File: config.mk
export PLATFORM = sky130hd
export DESIGN_NAME = cvs_ctrl
export DESIGN_NICKNAME = d
export VERILOG_FILES = /design/src/rtl/cvs_pkg.sv /design/src/rtl/cvs_ctrl.sv
export VERILOG_INCLUDE_DIRS = /design/src /design/src/rtl
export SDC_FILE = /design/constraint.sdc
export NUM_CORES = 1
export LEC_CHECK = 0
export BUFFER_PORTS_ARGS = -buffer_cell sky130_fd_sc_hd__buf_4
export CAP_MARGIN = 20
export CORE_MARGIN = 3
export CORE_UTILIZATION = 45
export CTS_CLUSTER_SIZE = 8
export DETAILED_ROUTE_END_ITERATION = 10
export PLACE_DENSITY = 0.67
export SYNTH_ARGS = -nofsm -noshare
export SYNTH_HDL_FRONTEND = slang
export SYNTH_SLANG_ARGS = --single-unit
File: constraint.sdc
create_clock -name i_clk -period 2.4 [get_ports i_clk]
set_clock_uncertainty 0.2 [all_clocks]
set_input_delay 0.48 -clock i_clk [delete_from_list [all_inputs] [get_ports i_clk]]
set_output_delay 0.48 -clock i_clk [all_outputs]
set_load 0.005 [all_outputs]
File: src/rtl/assert_macros.svh
// assertion macros for the rtl files, included by cvs_ctrl
`ifndef ASSERT_MACROS_SVH
`define ASSERT_MACROS_SVH

// same-cycle implication under reset
`define AST_IMP(label, clk, rst_n, ante, cons) \
    label: assert property (@(posedge clk) disable iff (!rst_n) (ante) |-> (cons)) \
        else $error("assertion failed");

// next-cycle implication under reset
`define AST_NXT(label, clk, rst_n, ante, cons) \
    label: assert property (@(posedge clk) disable iff (!rst_n) (ante) |=> (cons)) \
        else $error("assertion failed");

`endif

File: src/rtl/cvs_pkg.sv
// types and constants of the closest view selector
`default_nettype none
package cvs_pkg;

    localparam int RED_LIMIT = 32767;
    localparam int SQ_STEPS  = 32;
    localparam int DV_STEPS  = 17;
    localparam int CFG_IDX_W = 2;

    localparam logic [CFG_IDX_W-1:0] REG_SCALE = 2'd0;
    localparam logic [CFG_IDX_W-1:0] REG_COS   = 2'd1;

    localparam logic [15:0] SCALE_RESET = 16'd1024;
    localparam logic signed [15:0] COS_RESET      = 16'sd31000;
    localparam logic signed [15:0] COS_MINUS_ONE  = 16'sh8000;
    localparam logic signed [15:0] COS_MINUS_HALF = 16'shC000;
    localparam logic signed [15:0] COS_MAX        = 16'sh7FFF;

    typedef enum logic [4:0] {
        S_IDLE, S_NEXT, S_RD, S_LD, S_MAGS, S_SRCH, S_RED, S_NA, S_STA, S_NB,
        S_STB, S_MN, S_TEST, S_ZCHK, S_AB, S_SQI, S_SQ, S_DOT, S_DVI, S_DV,
        S_UPD, S_ADV, S_FIN
    } t_state;

    typedef enum logic [3:0] {
        OP_NONE, OP_ACCEPT, OP_LOAD, OP_MAGS, OP_SRCH, OP_RED, OP_MAC, OP_STA,
        OP_STB, OP_SQI, OP_SQ, OP_DVI, OP_DV, OP_UPD, OP_FIN
    } t_op;

    typedef enum logic [2:0] {
        M_UU, M_VV, M_UV, M_AB, M_MN
    } t_msel;

    typedef struct packed {
        t_op        op;
        t_msel      msel;
        logic [1:0] lane;
        logic       clr;
        logic       phase;
        logic       pend;
    } t_ctrl;

    typedef struct packed {
        logic srch_done;
        logic ratio_ok;
        logic ab_zero;
        logic pend_try;
    } t_stat;

endpackage
`default_nettype wire

File: src/rtl/cvs_ctrl.sv
// sequencer of the closest view selector
`default_nettype none
`include "assert_macros.svh"
module cvs_ctrl #(
    parameter int MAX_VIEWS = 16
) (
    input  wire logic                              i_clk,
    input  wire logic                              i_rst_n,
    input  wire logic                              i_start,
    input  wire logic                              i_cmd,
    input  wire cvs_pkg::t_stat                    i_stat,
    input  wire logic [$clog2(MAX_VIEWS+1)-1:0]    i_count,
    output logic                                   o_busy,
    output cvs_pkg::t_ctrl                         o_ctrl,
    output logic [$clog2(MAX_VIEWS+1)-1:0]         o_idx
);
    localparam int CW = $clog2(MAX_VIEWS + 1);

    cvs_pkg::t_state r_state, n_state;
    logic [5:0]      r_step;
    logic [CW-1:0]   r_idx;
    logic            r_phase;
    logic            r_pend;
    logic            accept;

    assign accept = i_start && (r_state == cvs_pkg::S_IDLE);
    assign o_busy = (r_state != cvs_pkg::S_IDLE);
    assign o_idx  = r_idx;

    always_comb begin
        n_state = r_state;
        case (r_state)
            cvs_pkg::S_IDLE: if (accept && i_cmd) n_state = cvs_pkg::S_NEXT;
            cvs_pkg::S_NEXT: begin
                if (!r_pend && (r_idx < i_count)) n_state = cvs_pkg::S_RD;
                else if (!r_pend && i_stat.pend_try) n_state = cvs_pkg::S_LD;
                else n_state = cvs_pkg::S_FIN;
            end
            cvs_pkg::S_RD:   n_state = cvs_pkg::S_LD;
            cvs_pkg::S_LD:   n_state = cvs_pkg::S_MAGS;
            cvs_pkg::S_MAGS: n_state = cvs_pkg::S_SRCH;
            cvs_pkg::S_SRCH: if (i_stat.srch_done) n_state = cvs_pkg::S_RED;
            cvs_pkg::S_RED:  n_state = cvs_pkg::S_NA;
            cvs_pkg::S_NA:   if (r_step == 6'd2) n_state = cvs_pkg::S_STA;
            cvs_pkg::S_STA:  n_state = cvs_pkg::S_NB;
            cvs_pkg::S_NB:   if (r_step == 6'd2) n_state = cvs_pkg::S_STB;
            cvs_pkg::S_STB:  n_state = r_phase ? cvs_pkg::S_ZCHK : cvs_pkg::S_MN;
            cvs_pkg::S_MN:   n_state = cvs_pkg::S_TEST;
            cvs_pkg::S_TEST: n_state = i_stat.ratio_ok ? cvs_pkg::S_RED : cvs_pkg::S_ADV;
            cvs_pkg::S_ZCHK: n_state = i_stat.ab_zero ? cvs_pkg::S_ADV : cvs_pkg::S_AB;
            cvs_pkg::S_AB:   n_state = cvs_pkg::S_SQI;
            cvs_pkg::S_SQI:  n_state = cvs_pkg::S_SQ;
            cvs_pkg::S_SQ: begin
                if (r_step == 6'(cvs_pkg::SQ_STEPS - 1)) n_state = cvs_pkg::S_DOT;
            end
            cvs_pkg::S_DOT:  if (r_step == 6'd2) n_state = cvs_pkg::S_DVI;
            cvs_pkg::S_DVI:  n_state = cvs_pkg::S_DV;
            cvs_pkg::S_DV: begin
                if (r_step == 6'(cvs_pkg::DV_STEPS - 1)) n_state = cvs_pkg::S_UPD;
            end
            cvs_pkg::S_UPD:  n_state = cvs_pkg::S_ADV;
            cvs_pkg::S_ADV:  n_state = cvs_pkg::S_NEXT;
            cvs_pkg::S_FIN:  n_state = cvs_pkg::S_IDLE;
            default:         n_state = cvs_pkg::S_IDLE;
        endcase
    end

    always_comb begin
        o_ctrl       = '0;
        o_ctrl.op    = cvs_pkg::OP_NONE;
        o_ctrl.msel  = cvs_pkg::M_UU;
        o_ctrl.lane  = r_step[1:0];
        o_ctrl.clr   = (r_step == 6'd0);
        o_ctrl.phase = r_phase;
        o_ctrl.pend  = r_pend;
        case (r_state)
            cvs_pkg::S_IDLE: if (accept) o_ctrl.op = cvs_pkg::OP_ACCEPT;
            cvs_pkg::S_LD:   o_ctrl.op = cvs_pkg::OP_LOAD;
            cvs_pkg::S_MAGS: o_ctrl.op = cvs_pkg::OP_MAGS;
            cvs_pkg::S_SRCH: o_ctrl.op = cvs_pkg::OP_SRCH;
            cvs_pkg::S_RED:  o_ctrl.op = cvs_pkg::OP_RED;
            cvs_pkg::S_NA: begin
                o_ctrl.op   = cvs_pkg::OP_MAC;
                o_ctrl.msel = cvs_pkg::M_UU;
            end
            cvs_pkg::S_STA:  o_ctrl.op = cvs_pkg::OP_STA;
            cvs_pkg::S_NB: begin
                o_ctrl.op   = cvs_pkg::OP_MAC;
                o_ctrl.msel = cvs_pkg::M_VV;
            end
            cvs_pkg::S_STB:  o_ctrl.op = cvs_pkg::OP_STB;
            cvs_pkg::S_MN: begin
                o_ctrl.op   = cvs_pkg::OP_MAC;
                o_ctrl.msel = cvs_pkg::M_MN;
            end
            cvs_pkg::S_AB: begin
                o_ctrl.op   = cvs_pkg::OP_MAC;
                o_ctrl.msel = cvs_pkg::M_AB;
            end
            cvs_pkg::S_SQI:  o_ctrl.op = cvs_pkg::OP_SQI;
            cvs_pkg::S_SQ:   o_ctrl.op = cvs_pkg::OP_SQ;
            cvs_pkg::S_DOT: begin
                o_ctrl.op   = cvs_pkg::OP_MAC;
                o_ctrl.msel = cvs_pkg::M_UV;
            end
            cvs_pkg::S_DVI:  o_ctrl.op = cvs_pkg::OP_DVI;
            cvs_pkg::S_DV:   o_ctrl.op = cvs_pkg::OP_DV;
            cvs_pkg::S_UPD:  o_ctrl.op = cvs_pkg::OP_UPD;
            cvs_pkg::S_FIN:  o_ctrl.op = cvs_pkg::OP_FIN;
            default:         o_ctrl.op = cvs_pkg::OP_NONE;
        endcase
    end

    always_ff @(posedge i_clk) begin
        if (!i_rst_n) begin
            r_state <= cvs_pkg::S_IDLE;
            r_step  <= '0;
            r_idx   <= '0;
            r_phase <= 1'b0;
            r_pend  <= 1'b0;
        end else begin
            r_state <= n_state;
            r_step  <= (n_state != r_state) ? 6'd0 : r_step + 6'd1;
            if (accept) begin
                r_idx  <= '0;
                r_pend <= 1'b0;
            end
            if (r_state == cvs_pkg::S_NEXT && n_state == cvs_pkg::S_LD) r_pend <= 1'b1;
            if (r_state == cvs_pkg::S_ADV && !r_pend) r_idx <= r_idx + CW'(1);
            if (r_state == cvs_pkg::S_MAGS) r_phase <= 1'b0;
            if (r_state == cvs_pkg::S_TEST) r_phase <= 1'b1;
        end
    end

    `AST_NXT(a_query_busy, i_clk, i_rst_n, accept && i_cmd, o_busy)
    `AST_NXT(a_obs_idle, i_clk, i_rst_n, accept && !i_cmd, !o_busy)
    `AST_IMP(a_sq_bound, i_clk, i_rst_n, r_state == cvs_pkg::S_SQ, r_step < 6'(cvs_pkg::SQ_STEPS))
    `AST_IMP(a_rd_stored, i_clk, i_rst_n, r_state == cvs_pkg::S_RD, !r_pend && (r_idx < i_count))
endmodule
`default_nettype wire

==> run summary, run 1 <==
The length of routed wiring on met1 is just over 2000 µm. The worst setup path is of the reg -> out kind. Counting every net in the synthesized netlist gives about 250. The global-route congestion overflow total is 0. The routed via count divided by cell count is ~5.6. The post-layout utilization of the core came out at 64.8%.

The detailed placement HPWL came out at approximately 3700 µm. The most common library cell in the layout ignoring fill and taps is buf_4. The clock tree root driver cell is clkbuf_8. Leaving out fill and tap cells, the most frequent cells in the layout are 72 x buf_4, 34 x nor2_1, 17 x o21ai_0. The final-report max-slew violation count is 0. The first global-routing pass estimated approximately 7700 µm of wire. The smallest clock period supported by the final layout is computed as approximately 2300 ps. Dividing total power by cell area gives a power density of ~780 nW/µm². The number of max-capacitance violations reported is 0. The count of buffers added on input and output ports is 30. The signal on the critical path passes through inv_1 > nor2_1 > buf_4 > o21ai_0 > o21ai_0 > buf_4. At the pin with the least slew margin, the transition time is about 420 ps.

Pin placement for this block handled 31 I/O pins. After technology mapping, the gate count stands at roughly 230. Summed over all nets, the switching power comes to 0.000736 W.

Hold is met by approximately 250 ps. The worst slew slack as a fraction of its limit came out at a little under three quarters. The worst-case vdd ir drop is 407 µV. The final count of hold timing violations came out at 0. The share of the clock period used by the worst path came out at a little under 100%. The power share of the clock group came out at 14.4%.

Of all flip-flops after synthesis, the portion carrying an async set or reset was 0%. The number of design-rule violations left by the first detailed-router iteration is around 200. The sequential element share of the synthesized area came out at between 20 and 25%. The first detailed-routing pass took 4 iterations. The maximum level of the CTS H-tree came out at 1.

The post-detailed-route count of antenna-violating nets is 0. The insertion delay of the later-clocked pin in the worst-skew pair came out at 250 ps. Buffers inserted during clock tree synthesis total 3. The leakage power figure came out at between 0.9 and 1 nW. In this run the worst hold path is classified as reg -> reg.

The clock slew at the register clock pins of the worst setup and hold paths came out at 70 ps. The area of the core region came out at between 3000 and 4000 µm². The portion of total power attributed to combinational logic came out at about 61%. The largest individual stage delay along the critical path comes from the cell dfxtp_2.

Static timing analysis puts the maximum clock frequency at between 400 and 500 MHz. The number of warning messages in the yosys log came out at 0. Of the total power, the share spent switching nets is 42.4%.

The worst setup path is launched from a flop. The net count of the finished layout came out at between 300 and 400. The worst setup path is captured at an output port. The overall die width came out at 66.6 µm.

Setup violations remaining at the end of the flow were counted as 0. In this run, post-CTS hold repair placed 0 buffers. The sequential cell fraction of total power is 24.6%. The total power of the final layout is around 0.0017 W. The internal portion of the total power is around 0.001 W. For this run, the leading register cell type out of synthesis is dfxtp_1.

The relative area change from synthesis to final layout is 34.9%. Each instance of the synthesized netlist takes up on average a little over 7 µm². The run finished with clean final reports. The routed layout has 1863 vias. The routability congestion estimate came out at 0.883. The die footprint is 4440 µm². The number of enable flip-flop cells after synthesis is 0. For this block, the routed nets add up to between 4000 and 5000 µm of wire.

Detailed routing placed a total of 2190 µm of wire on met2. The clock net in this run drives a total of 18 sinks. At the worst endpoint, the required time is 1720 ps. The met3 wire length is between 200 and 300 µm. The aggregate negative setup slack is 0 ps. The combined global-route utilization of all metal layers came out at 22.4%. The total of flip-flops plus latches after synthesis came out at 18. The area of the mapped netlist came out at roughly 1700 µm². The clock passes through at most 2 buffers.

The number of DRC violations after detailed routing is 0. TritonCTS built the clock tree. The share of final-layout standard cells stronger than drive strength 1 came out at about 34%. The initial antenna violation count is 0. The number of diodes is 0. The largest incremental delay on the critical path is 500 ps. The floorplan step set the die height to about 67 µm. The floorplan has 21 rows. The maximum net fanout on the critical path came out at 14. The number of global-route vias before repair came out at ~1700. The largest net degree at the start of global routing came out at 15. The initial utilization of the core area, before any placement, comes to 48.1%. In the final routed layout, each cell accounts on average for approximately 14 µm. Routed signal wires occupy layers up through met4.

The arrival time of the worst setup path is ~1700 ps. The distinct cell type count after synthesis came out at 49.
==> worst max-delay path: cells and delay by family, from the launching register on <==
family	cells	cell delay, ps
AND/OR/NAND/NOR	1	220
AO/OA/AOI/OAI	2	160
buffers and inverters	3	510
flip-flops	1	500
==> state kept, by name, summed over array words and instances, names as in the netlist <==
| name | count |
|---|---|
| r_phase | 1 |
| r_pend | 1 |
| r_state | 5 |
| o_idx | 5 |
| r_step | 6 |
==> power by group through the flow <==
stage / logic (W) / clock network, W / registers (W)
floorplan: 0.000670 / 0 / 0.000362
global placement: 0.00102 / 0 / 0.000424
detailed placement: 0.00102 / 0 / 0.000424
CTS: 0.00103 / 0.000256 / 0.000421
global route: 0.00117 / 0.000266 / 0.000435
finish: 0.00106 / 0.000250 / 0.000427
==> per-layer routing <==
metal  track usage, %  vias up
li1                 -      942
met4             8.63        0
met2             36.5       72
met5                0        -
met1             29.5      828
met3             3.20       21
==> per-stage QoR <==
stage / cell area (µm²) / cells / setup slack (ps)
after global placement: 2140 / 330 / -1.52
final: 2230 / 335 / 66.5
after floorplan: 1650 / 232 / 146
after CTS: 2200 / 334 / 25.6
after detailed placement: 2140 / 330 / -25.4
after global routing: 2230 / 335 / -23.2
==> cells by family after synthesis <==
logic type	synth area share, %
mux	1.29
compound gates	22.5
flops	21.8
buf+inv	10.5
simple gates	34.6
xor+xnor	3.18
fa+ha+maj	6.05
==> synth_stat cells (2+ instances only) <==
library cell,number,share of area [%]
a211oi_1,4,1.8
a21oi_1,16,4.8
a31oi_1,6,2.3
buf_2,4,1.2
buf_4,6,2.7
buf_6,3,2.0
clkbuf_1,6,1.4
dfxtp_1,18,22
ha_1,8,6.1
inv_1,13,3.0
nand2_1,15,3.4
nand2b_1,4,1.5
nand3_1,10,3.0
nand3b_1,2,0.91
nand4_1,5,1.9
nor2_1,34,7.7
nor2b_1,5,1.9
nor3_1,11,3.3
nor3b_1,3,1.4
nor3b_2,2,1.5
nor4_1,3,1.1
o21a_1,3,1.4
o21ai_0,18,5.4
o221ai_1,2,1.1
o22ai_1,2,0.76
or2_2,2,0.76
xnor2_1,3,1.6
xor2_1,3,1.6
==> cell type report <==
class,count,area [µm²]
Clock buffer,4,55.1
Multi-Input combinational cell,181,1140
Sequential cell,18,370
Inverter,13,48.8
Fill cell,311,1210
Timing Repair Buffer,73,561
Tap cell,46,57.6
==> worst paths after layout <==
| path | from | end | slack, ps | depth (start not counted) |
|---|---|---|---|---|
| hold reg to reg | r_step[0] | r_step[0] | 250 | 1 |
| hold / removal | r_step[0] | r_step[0] | 250 | 1 |
| setup / recovery | r_state[1] | o_ctrl[9] | 70 | 6 |
| setup reg to reg | r_step[3] | r_step[5] | 180 | 9 |
==> what timing repair did <==
action | in CTS | in global routing
setup buffers | 0 | 1
gates resized for setup | 3 | 9
pin swaps | 0 | 2
endpoints found under the setup margin | 5 | 7
Power figures use the tool's default switching activity.
==> run 2, diff against run 1 <==
--- a/config.mk
+++ b/config.mk
@@ -6,13 +6,14 @@
 export SDC_FILE = /design/constraint.sdc
 export NUM_CORES = 1
 export LEC_CHECK = 0
+export ABC_AREA = 1
 export BUFFER_PORTS_ARGS = -buffer_cell sky130_fd_sc_hd__buf_4
 export CAP_MARGIN = 20
 export CORE_MARGIN = 3
 export CORE_UTILIZATION = 45
 export CTS_CLUSTER_SIZE = 8
 export DETAILED_ROUTE_END_ITERATION = 10
-export PLACE_DENSITY = 0.67
+export PLACE_DENSITY = 0.66
 export SYNTH_ARGS = -nofsm -noshare
 export SYNTH_HDL_FRONTEND = slang
 export SYNTH_SLANG_ARGS = --single-unit
==> run 2 against run 1 <==
  * Register-to-register slack better by 150 ps
  * Hold slack improved by 23 ps
  * Cell count up 12%
  * Sequential share of layout area fell by 0.40 points
  * Combinational power shrank 55%
  * Wire length grew 4.2%
  * Utilization decreased by 8.9 points
  * Sequential cell count unchanged
  * Via count is 2.8% higher
==> run summary, run 2 <==
The cell row count is 23. The worst-case vdd ir drop is roughly 300 µV. The insertion delay of the later-clocked pin in the worst-skew pair came out at 260 ps. The run finished with clean final reports.

Counting flops with an async set or reset pin after synthesis yields a share of 0%. STA classifies the critical path startpoint as a flop. Detailed routing inserted a total of ~1900 vias. The setup-violating endpoint count in the final report is 0. The final-layout fill cell count came out at around 420.

The number of DRC violations after detailed routing came out at 0. Registers take between 300 and 400 µm². The post-CTS setup repair buffer count came out at 0. The post-detailed-route count of antenna-violating nets is 0. The post-detailed-route wirelength per cell is about 13 µm. Ranked by total cell area, the synthesized netlist is headed by dfxtp_1 18%, nand2_1 14%, nand3_1 7.6%.

The library cell used most frequently in the layout, excluding fill and tap cells, is nand2_1. The maximum level of the CTS H-tree came out at 1. The combined global-route utilization of all metal layers is around a fifth. The flop-to-flop setup slack came out at 330 ps. Setup repair after global routing left no endpoint under its margin. TritonCTS created 3 clock buffers. The number of design-rule violations left by the first detailed-router iteration came out at about 160. The setup path with the least slack is of type reg -> out. The worst path in the final design needs a cycle of 2290 ps, including I/O delays and setup. Derived from the worst setup path, the maximum achievable clock frequency is 436 MHz.

The number of global-route vias before repair came out at 1775. The sequential element share of the synthesized area came out at between 10% and 20%. The post-layout utilization of the core is ~56%. The power share of the clock group came out at 23.3%. The clock slew at the register clock pins of the worst setup and hold paths is 80 ps. The final-report max-slew violation count came out at 0.

0 antenna diodes ended up in the layout. The total number of clock tree sinks is 18. The core region is 4120 µm². For this run, the number of Yosys warnings is 0. After the last flow step, the layout net total stands at 346. Sequential cells burn 33.4% of the power. The number of cells produced by synthesis came out at slightly below 300. In this run, the combinational gates consume a little over two fifths of the power. The total of flip-flops plus latches after synthesis came out at 18. The global-route congestion overflow total came out at 0.

The worst hold-check slack came out at ~270 ps. On the worst path, the slowest cell contributes a delay of ~400 ps. After synthesis, the most frequently instantiated cells are 72 x nand2_1, 34 x inv_1, 30 x nand3_1, 30 x nor2_1, 18 x dfxtp_1.

In the post-synthesis netlist, the cell with the most instances is nand2_1. Walking the worst path, the cells encountered are buf_4 > nand2_1 > nor2_2 > nand2_1 > inv_1 > nor4_4 > nand2_1 > buf_4. The initial antenna violation count is 0. The height of the die is about 72 µm.

The overall die width came out at a little over 70 µm. The maximum net fanout on the critical path came out at 6. The routed via count divided by cell count came out at approximately 5.1.

The number of enable flip-flop cells after synthesis came out at 0. The flip-flop count of the largest register, all copies and words added came out at 6. The share of the synthesized area in the top cell type is 18.3%.

The share of final-layout standard cells stronger than drive strength 1 is around a third. The total wire length is ~4900 µm. The number of buffer and inverter instances along the worst setup path came out at 3.

The routability congestion estimate is approximately 1. The area of the mapped netlist is around 2000 µm². The most used flip-flop cell after synthesis is dfxtp_1.

The reported net switching power is around 0.00044 W. Yosys mapped the design onto 35 distinct sky130hd cell types. The relative area change from synthesis to final layout is 17.0%. The number of I/O pins is 31. Entering global routing, the biggest net connects 14 pins.

The slowest stage of the critical path is the dfxtp_4 cell. The net count after synthesis came out at 315. The final cell area excluding filler cells came out at 2300 µm².

The arrival time of the worst setup path is between 1500 and 2000 ps. The power per standard cell area came out at around 480 nW/µm². The kind of end point of the critical path is an output port. Counting tap cells, the placed design contains a total of 370 instances. The top cell family by delay on the critical path is simple AND/OR/NAND/NOR gates. The worst pin sits at a relative slew slack of about three quarters. Of the total power, the share spent switching nets is 40.0%. The wire-length estimate of the detail-placed layout is approximately 4000 µm.

The initial utilization of the core area, before any placement, comes to ~48%. The min-delay analysis places its worst path in the category in -> reg. TritonCTS built the clock tree. For this run, the number of standard cells in the final layout without fillers is 374. The buffer depth of the longest clock path came out at 2. The total internal power is ~0.00066 W. The final critical path takes up roughly 96% of the cycle. The clock tree root driver cell is clkbuf_8. The worst path required time is roughly 1700 ps. Leaving out fill and tap cells, the most frequent cells in the layout are 70 x nand2_1, 36 x buf_4, 34 x inv_1. The first global-routing pass estimated between 8000 and 9000 µm of wire. The register with the most flip-flops in the final layout is r_step. The final count of hold timing violations is 0. Max-cap violations in this run came to 0. The total cell area at the placement stage came out at around 2200 µm². The multi-input gate area in the final layout came out at 1370 µm². The leakage power figure is ~1.3 nW. The slew at the pin closest to its max-slew limit is 358 ps.

During placement, the flow inserted port buffers numbering 30. The mean post-synth cell area is 6.69 µm². The aggregate negative setup slack is 0 ps. By instance count, the cell type seen most on the critical path is nand2_1. Of all cell types, the one taking the most synthesized area is dfxtp_1.

The first-pass detailed-route iteration total is 4. The die footprint came out at between 5000 and 6000 µm².
-- run 2: what timing repair did --
action                     4_1_cts  5_1_grt
hold buffers                     0        0
setup endpoints to repair        4        2
gates resized for setup          5        7
-- run 2: through the flow --
| step | setup slack, ps | power, W |
|---|---|---|
| floorplan | 443 | 0.000716 |
| global placement | 104 | 0.000850 |
| detailed placement | 111 | 0.000850 |
| CTS | 33.3 | 0.00111 |
| global route | 6.83 | 0.00117 |
| finish | 107 | 0.00110 |
-- run 2: cell type report --
type,instances,share of cell area (%)
Multi-Input combinational cell,224,59.7
Timing Repair Buffer,36,11.7
Tap cell,50,2.72
Clock buffer,4,2.39
Inverter,42,7.28
Sequential cell,18,16.2
-- run 2: power by group through the flow --
| stage | combinational [W] | clock, W | sequential [W] |
|---|---|---|---|
| after detailed placement | 0.000477 | 0 | 0.000373 |
| after CTS | 0.000480 | 0.000264 | 0.000368 |
| after floorplan | 0.000376 | 0 | 0.000340 |
| after global routing | 0.000526 | 0.000276 | 0.000373 |
| after global placement | 0.000478 | 0 | 0.000372 |
| final | 0.000478 | 0.000257 | 0.000369 |
-- run 2: cells by family (layout without fill, tap and decap cells) --
group | count (synthesis) | after routing | synth area share [%]
flip-flops | 18 | 18 | 18.3
AO/OA/AOI/OAI | 16 | 16 | 4.96
AND/OR/NAND/NOR | 194 | 194 | 55.9
adder cells (fa/ha/maj) | 8 | 8 | 5.09
XOR/XNOR | 6 | 6 | 2.67
buffers and inverters | 52 | 82 | 13.1
-- run 2: worst paths after layout --
check             cells past startpoint  startpoint          to
hold reg to reg                       2     r_phase     r_phase
setup / recovery                      8  r_state[3]   o_ctrl[9]
setup reg to reg                      9    o_idx[3]   r_step[3]
hold / removal                        3     i_rst_n  r_state[2]
-- run 2: tightest hold or removal path, delay by kind of cell --
kind / cells / cell delay [ps]
simple gates: 1 / 60
buf+inv: 2 / 160
-- run 2: per-layer routing --
| layer | track usage [%] | vias to the layer above | part of all wire, % |
|---|---|---|---|
| met5 | 0 | - | 0 |
| met4 | 7.31 | 0 | 1.6 |
| met3 | 2.63 | 6 | 4.4 |
| met2 | 33.3 | 45 | 49 |
| met1 | 25.8 | 855 | 45 |
| li1 | - | 1009 | - |
==> run 3, diff against run 2 <==
==> constraint.sdc (replaced) <==
create_clock -name i_clk -period 2.8 [get_ports i_clk]
set_clock_uncertainty 0.2 [all_clocks]
set_input_delay 0.56 -clock i_clk [delete_from_list [all_inputs] [get_ports i_clk]]
set_output_delay 0.56 -clock i_clk [all_outputs]
set_load 0.005 [all_outputs]
==> run 3 against run 2 <==
  * Power is 16% lower
  * First-iteration DRC count shrank 28%
  * Hold slack gained 43 ps
  * Via count fell by 1.0%
  * Clock power down 15%
  * Final area shrank 3.0%
  * Wire length down 1.6%
  * Global-route usage increased by 0.12 points
  * Combinational power down 19%
  * Critical path depth is 2 lower
  * Count of clock-buffer cells in the layout is the same
  * Non-clock buffer count fell by 5
  * Critical endpoint unchanged
  * Largest cell class unchanged
  * Largest power group unchanged
==> run summary, run 3 (synthesized netlist as in run 2, its figures left out) <==
The total number of clock tree sinks came out at 18. Routed signal wires occupy layers up through met4. Across every metal layer, demand over resource in global routing totals about a fifth. The largest single stage delay on the critical path is roughly 520 ps. The worst pin sits at a relative slew slack of 73.1%.

The total area inside the core boundary comes to slightly above 4000 µm². For this design the static power due to leakage is approximately 1.2 nW. The share of the clock period used by the worst path is between 80% and 90%. The cell depth of the worst setup path came out at 6. STA classifies the critical path endpoint as an output port. The worst-case vdd ir drop is roughly 220 µV. Entering global routing, the biggest net connects 14 pins. Leaving out fill and tap cells, the most frequent cell in the layout is nand2_1. The worst setup path is launched from a flop. The post-detailed-route wirelength per cell is between 10 and 15 µm. The number of max-capacitance violations reported is 0.

The cell that appears most often on the critical path is nand2_1. The first-pass detailed-route iteration total came out at 4. In the layout the commonest cells are 72 x nand2_1, 34 x inv_1, 31 x buf_4. The net count of the finished layout came out at approximately 340. The first routing iteration left around 110 violations. The global-route congestion overflow total came out at 0.

Setup repair after global routing left no endpoint under its margin. The top achievable clock speed is ~400 MHz. Prior to clock tree synthesis, the placed netlist has a worst setup slack of approximately 370 ps. The count of cells along the worst hold path came out at 2. The aggregate negative setup slack came out at 0 ps. In this run the number of H-tree levels came out at 1. Counting the buffers created by CTS gives 3. The final count of hold timing violations came out at 0.

The kind of cell with the highest combined delay along the critical path is simple AND/OR/NAND/NOR gates. The number of buffer and inverter instances along the worst setup path came out at 2. The root buffer cell chosen for the clock tree is clkbuf_8. The logic depth of the worst register-to-register path is 9. The routability congestion estimate came out at 1.02. The flip-flop count of the largest register, all copies and words added is 6.

The area growth from synthesis to layout is 13.5%. The cell row count is 23. For this design the ratio of total power to cell area is 414 nW/µm².

The setup-violating endpoint count in the final report is 0. The initial antenna violation count came out at 0. The count of buffers added on input and output ports is 30.

The final-report max-slew violation count came out at 0. The detailed placement HPWL came out at 4030 µm. The worst setup path is of the reg -> out kind.

For this run, design rule violations remaining after detail routing come to 0. The number of global-route vias before repair was ~1800. The maximum net fanout on the critical path came out at 7. The path category of the worst min-delay check is reg -> reg. The insertion delay of the later-clocked pin in the worst-skew pair came out at 260 ps. The flow ran to the end, and the final reports show no timing, DRC or antenna violations. Data arrives at the worst endpoint at 1750 ps. For the pin with the worst max-slew slack, the measured transition is 401 ps. The share of final-layout standard cells stronger than drive strength 1 came out at a little under a third. The height of the die is around 72 µm.

Subtracting the final worst setup slack from the clock period gives between 2000 and 3000 ps. The critical path goes through inv_4 > nand2_1 > nor2_2 > nor4_1 > nand2_1 > buf_4. The number of I/O pins is 31. Counting flops per register, the top entry is r_step. For the worst setup path, the data required time is 2040 ps. After detailed routing, the wire length on met1 is roughly 2200 µm. Among all stages on the critical path, the largest delay is contributed by dfxtp_2. In this run the deepest clock path goes through 2 buffers.

TritonCTS built the clock tree. The total wire length came out at ~4900 µm. The first global-routing pass estimated about 8300 µm of wire.

0 antenna diodes ended up in the layout. The routed via count divided by cell count is roughly 5.1. The worst path meets setup with approximately 290 ps of slack.

The clock slew at the register clock pins of the worst setup and hold paths came out at roughly 80 ps. Hold timing on the final database bottoms out at a slack of about 310 ps. After detailed routing, the met2 layer carries between 2000 and 2500 µm of wire. The post-CTS setup repair buffer count is 0. In this run the horizontal extent of the chip is between 70 and 80 µm.

Summing over every cut layer, the via total after detailed routing is 1895. The count of nets left with antenna violations once routing finished came out at 0. Summed over all nets, wire length on met3 after detailed routing comes to 209 µm. Excluding fillers, the count of instances in the completed layout stands at about 370.

The die footprint is ~5200 µm². The initial core utilization is a little under half. Including well taps, the total number of placed cells is around 370.
[run 3: final cells by class]
type	instances	area (µm²)
clock buffer	4	55.1
fill	423	1880
inverter	42	168
multi-input combinational	224	1350
sequential	18	365
tap	50	62.6
timing repair buffer	31	233
[run 3: where the power goes]
part	internal (W)	switching, W	leakage (nW)
logic	0.000153	0.000235	1.03
clock network	0.000125	0.0000927	0.0288
registers	0.000275	0.0000429	0.147
total	0.000553	0.000371	1.20
[run 3: per-layer routing]
| metal | GRT usage, % | vias to the layer above |
|---|---|---|
| met5 | 0 | - |
| met3 | 2.77 | 14 |
| met1 | 26.1 | 843 |
| met2 | 32.6 | 50 |
| li1 | - | 988 |
| met4 | 8.56 | 0 |
[run 3: per-stage QoR]
stage	total power [W]	cell area, µm²	util (%)
6_report	0.000923	2230	54.2
5_1_grt	0.000988	2230	54.2
4_1_cts	0.000927	2230	54.1
3_5_place_dp	0.000710	2170	52.8
3_3_place_gp	0.000710	2170	52.8
2_1_floorplan	0.000614	1970	-
[run 3: worst register-to-register path: stages, from the launching register on]
cell and delay [ps]:
dfxtp_1 430, ha_1 260, nand2_1 90, inv_1 50
nand2_1 80, nand3_1 160, a21oi_1 220, nand4_1 220
nand3_4 220, nor3_2 70
[run 3: path summary, 6_finish.rpt]
path	startpoint	end	slack [ps]
setup / recovery	r_state[1]	o_ctrl[9]	290
hold / removal	r_phase	r_phase	310
setup reg to reg	o_idx[3]	r_step[2]	690
hold reg to reg	r_phase	r_phase	310
[run 3: timing repair]
item,in CTS,in global routing
hold endpoints to repair,0,0
hold buffers,0,0
endpoints found under the setup margin,0,3
gates resized for setup,0,4
